[src/rtl/sgsb_pkg.sv]
// ----------------------------------------------------------------------------
// sgsb_pkg
// Shared types for the scaled glyph span blitter: beat payloads and the
// command/status groups between controller and datapath.
// ----------------------------------------------------------------------------
package sgsb_pkg;

	typedef struct packed {
		logic [8:0]  x_origin;
		logic [8:0]  y_origin;
		logic [15:0] pixel_color;
		logic [3:0]  scale;
		logic [3:0]  row_index;
		logic [7:0]  row_bits;
	} glyph_row_t;

	typedef struct packed {
		logic [17:0] span_address;
		logic [3:0]  span_length;
		logic [15:0] span_color;
		logic        out_of_frame;
		logic        last_span;
	} span_t;

	typedef struct packed {
		logic load;
		logic setup;
		logic emit;
	} sgsb_cmd_t;

	typedef struct packed {
		logic empty;
		logic item_end;
	} sgsb_status_t;

endpackage

[src/rtl/sgsb_ctrl.sv]
// ----------------------------------------------------------------------------
// sgsb_ctrl
// Controller: accepts a row, waits in setup for the line base (empty rows end
// there), then sequences one span per cycle until the datapath flags the last.
// ----------------------------------------------------------------------------
module sgsb_ctrl
	import sgsb_pkg::*;
(
	input  logic         clk,
	input  logic         arst_n,
	input  logic         start,
	output logic         busy,
	output logic         strobe,
	output sgsb_cmd_t    cmd,
	input  sgsb_status_t status
);

	typedef enum logic [1:0] {
		ST_IDLE,
		ST_SETUP,
		ST_EMIT
	} state_t;

	state_t state_q;
	logic   strobe_q;

	always_comb begin
		cmd.load  = (state_q == ST_IDLE) && start;
		cmd.setup = (state_q == ST_SETUP);
		cmd.emit  = (state_q == ST_EMIT);
	end

	assign busy   = (state_q != ST_IDLE);
	assign strobe = strobe_q;

	always_ff @(posedge clk or negedge arst_n) begin
		if (!arst_n) begin
			state_q  <= ST_IDLE;
			strobe_q <= 1'b0;
		end else begin
			strobe_q <= 1'b0;
			unique case (state_q)
				ST_IDLE: begin
					if (start)
						state_q <= ST_SETUP;
				end
				ST_SETUP: begin
					if (status.empty)
						state_q <= ST_IDLE;
					else
						state_q <= ST_EMIT;
				end
				ST_EMIT: begin
					strobe_q <= 1'b1;
					if (status.item_end)
						state_q <= ST_IDLE;
				end
				default: state_q <= ST_IDLE;
			endcase
		end
	end

endmodule

[src/rtl/sgsb_datapath.sv]
// ----------------------------------------------------------------------------
// sgsb_datapath
// Datapath: holds the row, the current line and its framebuffer base,
// picks the leftmost pending pixel each cycle and forms the span beat.
// ----------------------------------------------------------------------------
module sgsb_datapath
	import sgsb_pkg::*;
#(
	parameter int unsigned LINE_PIXELS   = 480,
	parameter int unsigned FRAME_LINES   = 320,
	parameter int unsigned GLYPH_COLUMNS = 8,
	parameter int unsigned GLYPH_ROWS    = 16,
	parameter int unsigned MAX_SCALE     = 8
) (
	input  logic         clk,
	input  glyph_row_t   item,
	input  sgsb_cmd_t    cmd,
	output sgsb_status_t status,
	output span_t        span
);

	localparam int unsigned COLS     = (GLYPH_COLUMNS > 8) ? 8 : GLYPH_COLUMNS;
	localparam logic [7:0]  COL_MASK = ~(8'hFF >> COLS);
	localparam logic [12:0] LP_W     = 13'(LINE_PIXELS);
	localparam logic [12:0] FL_W     = 13'(FRAME_LINES);
	localparam logic [5:0]  GR_W     = 6'(GLYPH_ROWS);
	localparam logic [3:0]  MS_W     = 4'(MAX_SCALE);

	logic [8:0]  x0_q;
	logic [15:0] color_q;
	logic [3:0]  s_q;
	logic [7:0]  bits_q;
	logic [7:0]  rem_q;
	logic [9:0]  line_q;
	logic [3:0]  k_q;
	logic [17:0] base_q;
	logic        empty_q;
	span_t       span_q;

	logic [3:0]  s_cl;
	logic [7:0]  bits_m;
	logic [7:0]  row_sc;
	logic [22:0] base_prod;
	logic [2:0]  pos;
	logic [2:0]  col;
	logic [6:0]  col_off;
	logic [9:0]  xs;
	logic [7:0]  rem_nx;
	logic        line_end;
	logic        last_line;
	logic        oof;

	always_comb begin
		s_cl   = (item.scale > MS_W) ? MS_W : item.scale;
		bits_m = item.row_bits & COL_MASK;
		row_sc = 8'(item.row_index) * 8'(s_cl);
	end

	assign base_prod = 23'(line_q) * 23'(LP_W);

	always_comb begin
		pos = 3'd0;
		for (int i = 0; i < 8; i++)
			if (rem_q[i])
				pos = 3'(i);
	end

	always_comb begin
		col       = ~pos;
		col_off   = 7'(col) * 7'(s_q + 4'd1);
		xs        = 10'(x0_q) + 10'(col_off);
		rem_nx    = rem_q & ~(8'h01 << pos);
		line_end  = (rem_nx == 8'h00);
		last_line = (k_q == s_q - 4'd1);
		oof       = ((13'(xs) + 13'(s_q)) >= LP_W) || (13'(line_q) >= FL_W);
	end

	assign status.empty    = empty_q;
	assign status.item_end = line_end && last_line;
	assign span            = span_q;

	always_ff @(posedge clk) begin
		if (cmd.load) begin
			x0_q    <= item.x_origin;
			color_q <= item.pixel_color;
			s_q     <= s_cl;
			bits_q  <= bits_m;
			rem_q   <= bits_m;
			line_q  <= 10'(item.y_origin) + 10'(row_sc);
			k_q     <= 4'd0;
			empty_q <= (s_cl == 4'd0) || (bits_m == 8'h00) ||
			           ({2'b00, item.row_index} >= GR_W);
		end
		if (cmd.setup)
			base_q <= base_prod[17:0];
		if (cmd.emit) begin
			span_q.span_address <= base_q + 18'(xs);
			span_q.span_length  <= s_q + 4'd1;
			span_q.span_color   <= color_q;
			span_q.out_of_frame <= oof;
			span_q.last_span    <= line_end && last_line;
			if (line_end) begin
				rem_q  <= bits_q;
				k_q    <= k_q + 4'd1;
				line_q <= line_q + 10'd1;
				base_q <= base_q + 18'(LINE_PIXELS);
			end else begin
				rem_q <= rem_nx;
			end
		end
	end

endmodule

[src/rtl/scaled_glyph_span_blitter.sv]
// ----------------------------------------------------------------------------
// scaled_glyph_span_blitter
// Turns one 8-pixel glyph row into scaled framebuffer write spans.
// ----------------------------------------------------------------------------
//  channel  | handshake       | payload
//  ---------+-----------------+-------------------------------
//  row in   | start / busy    | item (glyph_row_t)
//  span out | strobe (1 beat) | span (span_t)
//
//  An item is captured, then its line base address is formed, then the
//  emit sequencer forms one span beat per cycle. An item with no spans
//  returns to idle from the setup state.
//  busy is high from the cycle after start until the last beat is formed.
//  Reset clears the controller only. Beats are shown for one cycle each.
// ----------------------------------------------------------------------------
module scaled_glyph_span_blitter
	import sgsb_pkg::*;
#(
	parameter int unsigned LINE_PIXELS   = 480,
	parameter int unsigned FRAME_LINES   = 320,
	parameter int unsigned GLYPH_COLUMNS = 8,
	parameter int unsigned GLYPH_ROWS    = 16,
	parameter int unsigned MAX_SCALE     = 8
) (
	input  logic       clk,
	input  logic       arst_n,
	input  logic       start,
	output logic       busy,
	input  glyph_row_t item,
	output logic       strobe,
	output span_t      span
);

	sgsb_cmd_t    cmd;
	sgsb_status_t status;

	sgsb_ctrl u_ctrl (
		.clk    (clk),
		.arst_n (arst_n),
		.start  (start),
		.busy   (busy),
		.strobe (strobe),
		.cmd    (cmd),
		.status (status)
	);

	sgsb_datapath #(
		.LINE_PIXELS   (LINE_PIXELS),
		.FRAME_LINES   (FRAME_LINES),
		.GLYPH_COLUMNS (GLYPH_COLUMNS),
		.GLYPH_ROWS    (GLYPH_ROWS),
		.MAX_SCALE     (MAX_SCALE)
	) u_datapath (
		.clk    (clk),
		.item   (item),
		.cmd    (cmd),
		.status (status),
		.span   (span)
	);

endmodule

[config.mk]
export PLATFORM = sky130hd
export DESIGN_NAME = scaled_glyph_span_blitter
export DESIGN_NICKNAME = d
export VERILOG_FILES = /design/src/rtl/sgsb_pkg.sv /design/src/rtl/sgsb_ctrl.sv /design/src/rtl/sgsb_datapath.sv /design/src/rtl/scaled_glyph_span_blitter.sv
export SDC_FILE = /design/constraint.sdc
export NUM_CORES = 1
export LEC_CHECK = 0
export BUFFER_PORTS_ARGS = -buffer_cell sky130_fd_sc_hd__buf_2
export CORE_UTILIZATION = 40
export DETAILED_ROUTE_END_ITERATION = 12
export GPL_ROUTABILITY_DRIVEN = 0
export PLACE_DENSITY = 0.63
export SLEW_MARGIN = 20
export SYNTH_ARGS = -nofsm -noshare
export SYNTH_HDL_FRONTEND = slang
export SYNTH_SLANG_ARGS = --single-unit
[constraint.sdc]
create_clock -name clk -period 6.9 [get_ports clk]
set_input_delay 0 -clock clk [delete_from_list [all_inputs] [get_ports clk]]
set_output_delay 0 -clock clk [all_outputs]
set_load 0.1 [all_outputs]
==> metrics.md, run 1 <==
| Metric | Value |
|---|---|
| Post-DR vias/cell | `approximately 5.1` |
| Leading area contributor after synthesis | `edfxtp_1` |
| Initial Util | `0.412` |
| Startpoint types | `flop` |
| Mapped Nets | `875` |
| Tot GR Track Use | `0.171` |
| Ports | `95` |
| Setup bufs post-CTS | `0` |
| IO buf count | `94` |
| R2r setup slk | `around 1500 ps` |
| Synth warn | `0` |
| Die area | `slightly above 20000 um2` |
| Hold Crit Start | `item[40]` |
| Critical Path Max Stage Delay | `440 ps` |
| Finished Core Util | `0.505` |
| Max FO, Critical Path | `7` |
| Total Wirelength | `between 15000 and 20000 um` |
| CTS tree | `yes` |
| Fmax | `0.187 GHz` |
| Reg2Reg Depth | `23` |
| Dpl hpwl | `around 12000 um` |
| Fin crit share | `0.776` |
| Setup-failing EPs final | `0` |
| Register bit total from synthesis | `between 100 and 150` |
| H-tree Lvls | `4` |
| CTS resizes | `0` |
| Seq/Total Area, Yosys | `0.428` |
| Hold path depth | `4` |
| Diode count | `0` |
| Mapped Area | `about 7800 um2` |
| Worst R2R End | `u_datapath.span[34]` |
| Hold buffer count at cts | `39` |
| Endpoint, Worst Hold | `u_datapath.line_q[9]` |
| Fraction of registers with async set/reset | `0.0248` |
| Crit path time final | `5350 ps` |
| Slew HR | `0.489` |
| Final ANT Viol Nets | `0` |
| Worst-Skew Late Latency | `approximately 420 ps` |
| Largest net degree at the start of global routing | `46` |
| Critical path type | `flop to flop` |
| Primary FF master, synth | `edfxtp_1` |
| Critical-path cell list | `inv_1, o21ai_0, a21oi_1, nor2_1, nor2_1, and2_1, fa_1, ha_1, fa_1, a21o_1, a21oi_1, xnor2_1, ha_1, o21a_1, o22ai_1, o21bai_1, nor2_1, ha_1, a21oi_1, nor2_1, a41oi_1, o41ai_1, xor2_1` |
| Die extent in x | `~140 um` |
| Buffer and inverter count on the worst path | `1` |
| Status | `complete, no violations` |
| Cell family with most CP delay | `adder cells` |
| Slowest cell on crit path | `edfxtp_1` |
| Slew Limit Fails | `0` |
| First-pass DRT Iterations | `4` |
| Setup TNS | `0 ps` |
| Initial antenna violation count | `0` |
| Worst Path Arrival | `~5500 ps` |
| HP Class | `primary input to flop` |
| Clk root buf | `clkbuf_16` |
| GRT overflow | `0` |
| Clock sink count | `121` |
| Synth-to-layout area growth | `22.4%` |
| Synth Instances | `714` |
| Residual DRC | `0` |
| Share of cells above drive strength 1 | `0.163` |
| CTS clk-pin slew, worst paths | `roughly 60 ps` |
| DR WL/cell | `about 15 um` |
| CP Capture Type | `flop` |
| Clock Tree Buf Depth | `2` |
| RR Startpoint | `u_datapath.rem_q[3]` |
| Yosys top cell area share | `0.350` |
| TritonCTS Buffers | `17` |
| Final hold vios | `0` |
| Nets | `1015` |
| Yosys cell types | `66` |
| 1st-iter DRT viols | `about 280` |
| Max Cap Viol | `0` |
| Via Count | `roughly 5700` |
| CP required | `roughly 7000 ps` |
| Worst Clk Skew | `10.3 ps` |
| Top cell by count, worst path | `nor2_1` |
| Rows | `50` |
| First-pass GRT wire length | `roughly 27000 um` |
| Vias in the first global route | `roughly 5500` |
| Top cells by area, synth | `edfxtp_1, ha_1, fa_1` |
| Unrepaired setup endpoints after global routing | `no` |
| Syn Area/Cell | `10.9 um2` |
| Post-synth EDFFs | `91` |
| Die height | `142 um` |
| Hold_ws | `43.4 ps` |
| CORE AREA | `~19000 um2` |
| Worst-Margin Slew | `between 700 and 800 ps` |
worst register-to-register path, stage by stage, from the launching register on:
cell,delay [ps]
edfxtp_1,440
inv_1,120
o21ai_0,110
a21oi_1,170
nor2_1,80
nor2_1,170
and2_1,170
fa_1,420
ha_1,240
fa_1,400
a21o_1,190
a21oi_1,160
xnor2_1,100
ha_1,310
o21a_1,160
o22ai_1,80
o21bai_1,180
nor2_1,310
ha_1,380
a21oi_1,320
nor2_1,70
a41oi_1,190
o41ai_1,140
xor2_1,160
cells in the mapped netlist, drive strengths merged (7+ instances only):
library cell / count
a211oi: 16
a21o: 11
a21oi: 34
a31oi: 8
and2: 26
and3: 10
clkbuf: 15
dfxtp: 27
edfxtp: 91
fa: 33
ha: 75
inv: 66
nand2: 47
nand3: 9
nor2: 33
nor2b: 7
nor3: 14
o21a: 10
o21ai: 29
o21bai: 8
or3: 10
xnor2: 24
xor2: 20
state kept, by name, summed over array words and instances, names as in the netlist:
| name | flops |
|---|---|
| u_datapath.line_q | 10 |
| u_ctrl.strobe | 1 |
| u_datapath.span | 40 |
| u_datapath.k_q | 4 |
| u_datapath.empty_q | 1 |
| u_datapath.base_q | 18 |
| u_datapath.x0_q | 9 |
| u_datapath.s_q | 4 |
| u_ctrl.state_q | 2 |
| u_datapath.color_q | 16 |
| u_datapath.bits_q | 8 |
| u_datapath.rem_q | 8 |
area by class of cell:
class	count	area (um2)
Clock buffer	17	425
Clock inverter	15	165
Fill cell	1703	9390
Inverter	67	251
Multi-Input combinational cell	507	4140
Sequential cell	121	3350
Tap cell	260	325
Timing Repair Buffer	140	913
layout by cell type (no fill, tap or decap), drive strengths merged, types with 9 or more instances in the layout:
master,n
buf,101
edfxtp,91
ha,75
inv,71
nand2,47
dlygate4sd3,39
a21oi,34
nor2,33
fa,33
o21ai,29
dfxtp,27
and2,26
xnor2,24
xor2,20
clkbuf,17
a211oi,16
nor3,14
a21o,11
or3,10
o21a,10
and3,10
nand3,9
kinds of logic (layout without fill, tap and decap cells):
logic type	Yosys count	after routing	synth area share
DFF	121	121	0.428
AOI/OAI and AO/OA	174	174	0.154
muxes	1	1	0.00128
and+or+nand+nor	177	177	0.116
buffers and inverters	86	239	0.0418
xor gates and xnor gates	44	44	0.0493
adders and majority gates	111	111	0.209
routing by layer:
metal / vias to the layer above / global-route usage / routed length (um)
li1: 2885 / - / -
met1: 2698 / 0.233 / 8080
met2: 103 / 0.270 / 7620
met3: 16 / 0.0290 / 488
met4: 0 / 0.0690 / 243
met5: - / 0 / 0
stage by stage:
step                      area [um2]  std cells  setup WS, ps
after global routing            9570       1127          1200
after global placement          8590       1056          1680
after floorplan                 7820        714          1930
after CTS                       9570       1127          1580
after detailed placement        8590       1056          1600
final                           9570       1127          1550
worst max path at each step:
stage	from	end	slack, ps	depth (start not counted)
final	u_datapath.rem_q[3]	u_datapath.span[34]	1550	23
after global routing	u_datapath.rem_q[3]	u_datapath.span[34]	1200	19
after CTS	u_datapath.rem_q[3]	u_datapath.span[39]	1580	24
after detailed placement	u_datapath.s_q[0]	u_datapath.span[39]	1600	21
after global placement	u_datapath.s_q[0]	u_datapath.span[39]	1680	21
after floorplan	u_datapath.rem_q[4]	u_datapath.span[39]	1930	20
Power of run 1 is not shown: default switching activity piles up to over one toggle a cycle in this logic, so the estimate is an artifact.
==> run 2, diff against run 1 <==
==> constraint.sdc (replaced) <==
create_clock -name clk -period 5.35 [get_ports clk]
set_input_delay 0 -clock clk [delete_from_list [all_inputs] [get_ports clk]]
set_output_delay 0 -clock clk [all_outputs]
set_load 0.1 [all_outputs]
==> run 2 against run 1 <==
  * Die area unchanged
  * Largest cell class unchanged
  * Clock-buffer cell count unchanged
  * Clock skew decreased by 2.8 ps
  * Design area increased by 1.3%
  * Highest routed layer unchanged
==> metrics.md, run 2 (same netlist as run 1, synthesis figures left out) <==
| Metric | Value |
|---|---|
| Largest net degree at the start of global routing | `45` |
| Fillers | `between 1500 and 2000` |
| Worst Path Arrival | `5240 ps` |
| Tot GR Track Use | `0.177` |
| H-tree Lvls | `4` |
| Die area | `roughly 20000 um2` |
| DP Worst Slack | `-4.99 ps` |
| Status | `complete, no violations` |
| Crit path time final | `between 5000 and 6000 ps` |
| Final Non-Filler Cells | `about 1100` |
| Seq. cell area | `approximately 3300 um2` |
| Most frequent cells in the layout | `buf_2, edfxtp_1, ha_1, inv_1, nand2_1` |
| First-pass GRT wire length | `about 27000 um` |
| Die extent in x | `between 100 and 150 um` |
| Met1 GRT Util | `0.238` |
| Initial antenna violation count | `0` |
| Synth-to-layout area growth | `24.0%` |
| Critical path type | `flop to flop` |
| Slew HR | `0.512` |
| Final WS setup | `273 ps` |
| Diode count | `0` |
| Largest register FFs | `40` |
| Final ANT Viol Nets | `0` |
| Die height | `142 um` |
| Clk root buf | `clkbuf_16` |
| Worst Clk Skew | `around 7.5 ps` |
| Startpoint types | `flop` |
| Final hold vios | `0` |
| RR Startpoint | `u_datapath.rem_q[3]` |
| CP Capture Type | `flop` |
| Worst-Skew Late Latency | `around 420 ps` |
| Fin crit share | `0.949` |
| CTS tree | `yes` |
| Worst-Margin Slew | `between 700 and 800 ps` |
| DR WL/cell | `15.0 um` |
| Via Count | `5780` |
| Multi-input logic area | `between 4000 and 5000 um2` |
| Setup-failing EPs final | `0` |
| Met3 GRT Util | `0.0283` |
| Max Cap Viol | `0` |
| Initial Util | `0.412` |
| Dpl hpwl | `around 12000 um` |
| TritonCTS Buffers | `17` |
| CTS clk-pin slew, worst paths | `approximately 60 ps` |
| Max FO, Critical Path | `7` |
| Share of cells above drive strength 1 | `0.186` |
| Hold Crit Start | `item[12]` |
| Unrepaired setup endpoints after global routing | `yes` |
| Residual DRC | `0` |
| Vias in the first global route | `5524` |
| Inst Count DP | `approximately 1100` |
| Total Wirelength | `roughly 17000 um` |
| IO buf count | `between 90 and 100` |
| CP required | `between 5000 and 6000 ps` |
| Slew Limit Fails | `0` |
| Nets | `approximately 1000` |
| Grt met2 use | `0.282` |
| First-pass DRT Iterations | `4` |
| Finished Core Util | `0.511` |
| 1st-iter DRT viols | `355` |
| HP Class | `primary input to flop` |
| Most used routing layer | `met2` |
| Post-DR vias/cell | `slightly above 5` |
| Fmax | `just under 0.2 GHz` |
| GRT overflow | `0` |
| CORE AREA | `between 15000 and 20000 um2` |
| Clock Tree Buf Depth | `2` |
| Most common cell after layout, fill and taps aside | `buf_2` |
| Rows | `50` |
| Ports | `95` |
| Crit path from | `u_datapath.rem_q[3]` |
| Clock sink count | `around 120` |
run 2: cell count changes in the layout (fill, tap and decap cells not counted), sizes merged:
cell,change
buf,+4
clkinvlp,-2
inv,+1
clkinv,+1
run 2: timing repair:
action                                 CTS  global route
setup buffers                            0             1
gates resized for setup                  1            20
setup endpoints to repair                1             9
hold buffers                            39             0
endpoints found under the hold margin   47             0
pin swaps                                0             4
run 2: worst paths after layout:
kind / endpoint / slack [ps] / cells after the start
min reg2reg: u_datapath.span[16] / 420 / 0
min: u_datapath.s_q[0] / 40 / 2
max in group asynchronous: u_ctrl.state_q[1] / 4660 / 3
min in group asynchronous: u_ctrl.strobe / 500 / 3
max: u_datapath.span[34] / 270 / 23
max reg2reg: u_datapath.span[34] / 270 / 23
run 2: cell type report:
cell class | count | area share
multi-input cells | 507 | 0.437
clock buffers | 17 | 0.0439
clock inverters | 15 | 0.0170
flip-flops and latches | 121 | 0.345
repair buffers | 144 | 0.0973
inverters | 67 | 0.0259
well taps | 260 | 0.0336
run 2: routing by layer:
layer | routed length (um) | vias to the layer above
li1 | - | 2901
met4 | 311 | 0
met5 | 0 | -
met1 | 8100 | 2745
met2 | 8000 | 113
met3 | 508 | 21
run 2: worst max-delay path, stage by stage, from the launching register on:
cell and delay (ps):
edfxtp_1 440, inv_1 110, o21ai_0 110, a21oi_1 200
nor2_2 70, nor2_2 120, and2_1 160, fa_1 430
ha_1 240, fa_1 400, a21o_1 190, a21oi_1 170
xnor2_1 90, ha_1 310, o21a_1 160, o22ai_1 70
o21bai_2 220, nor2_1 180, ha_2 360, a21oi_2 240
nor2_1 80, a41oi_1 200, o41ai_2 110, xor2_1 140
run 2: stage by stage:
step	hold slack (ps)	TNS (ps)	cell area [um2]
finish	42.1	0	9690
global route	41.6	-9.39	9690
CTS	28.8	0	9600
detailed placement	-186	-4.99	8610
global placement	-189	0	8610
floorplan	-296	0	7820
Power of run 2 is left out for the same reason.
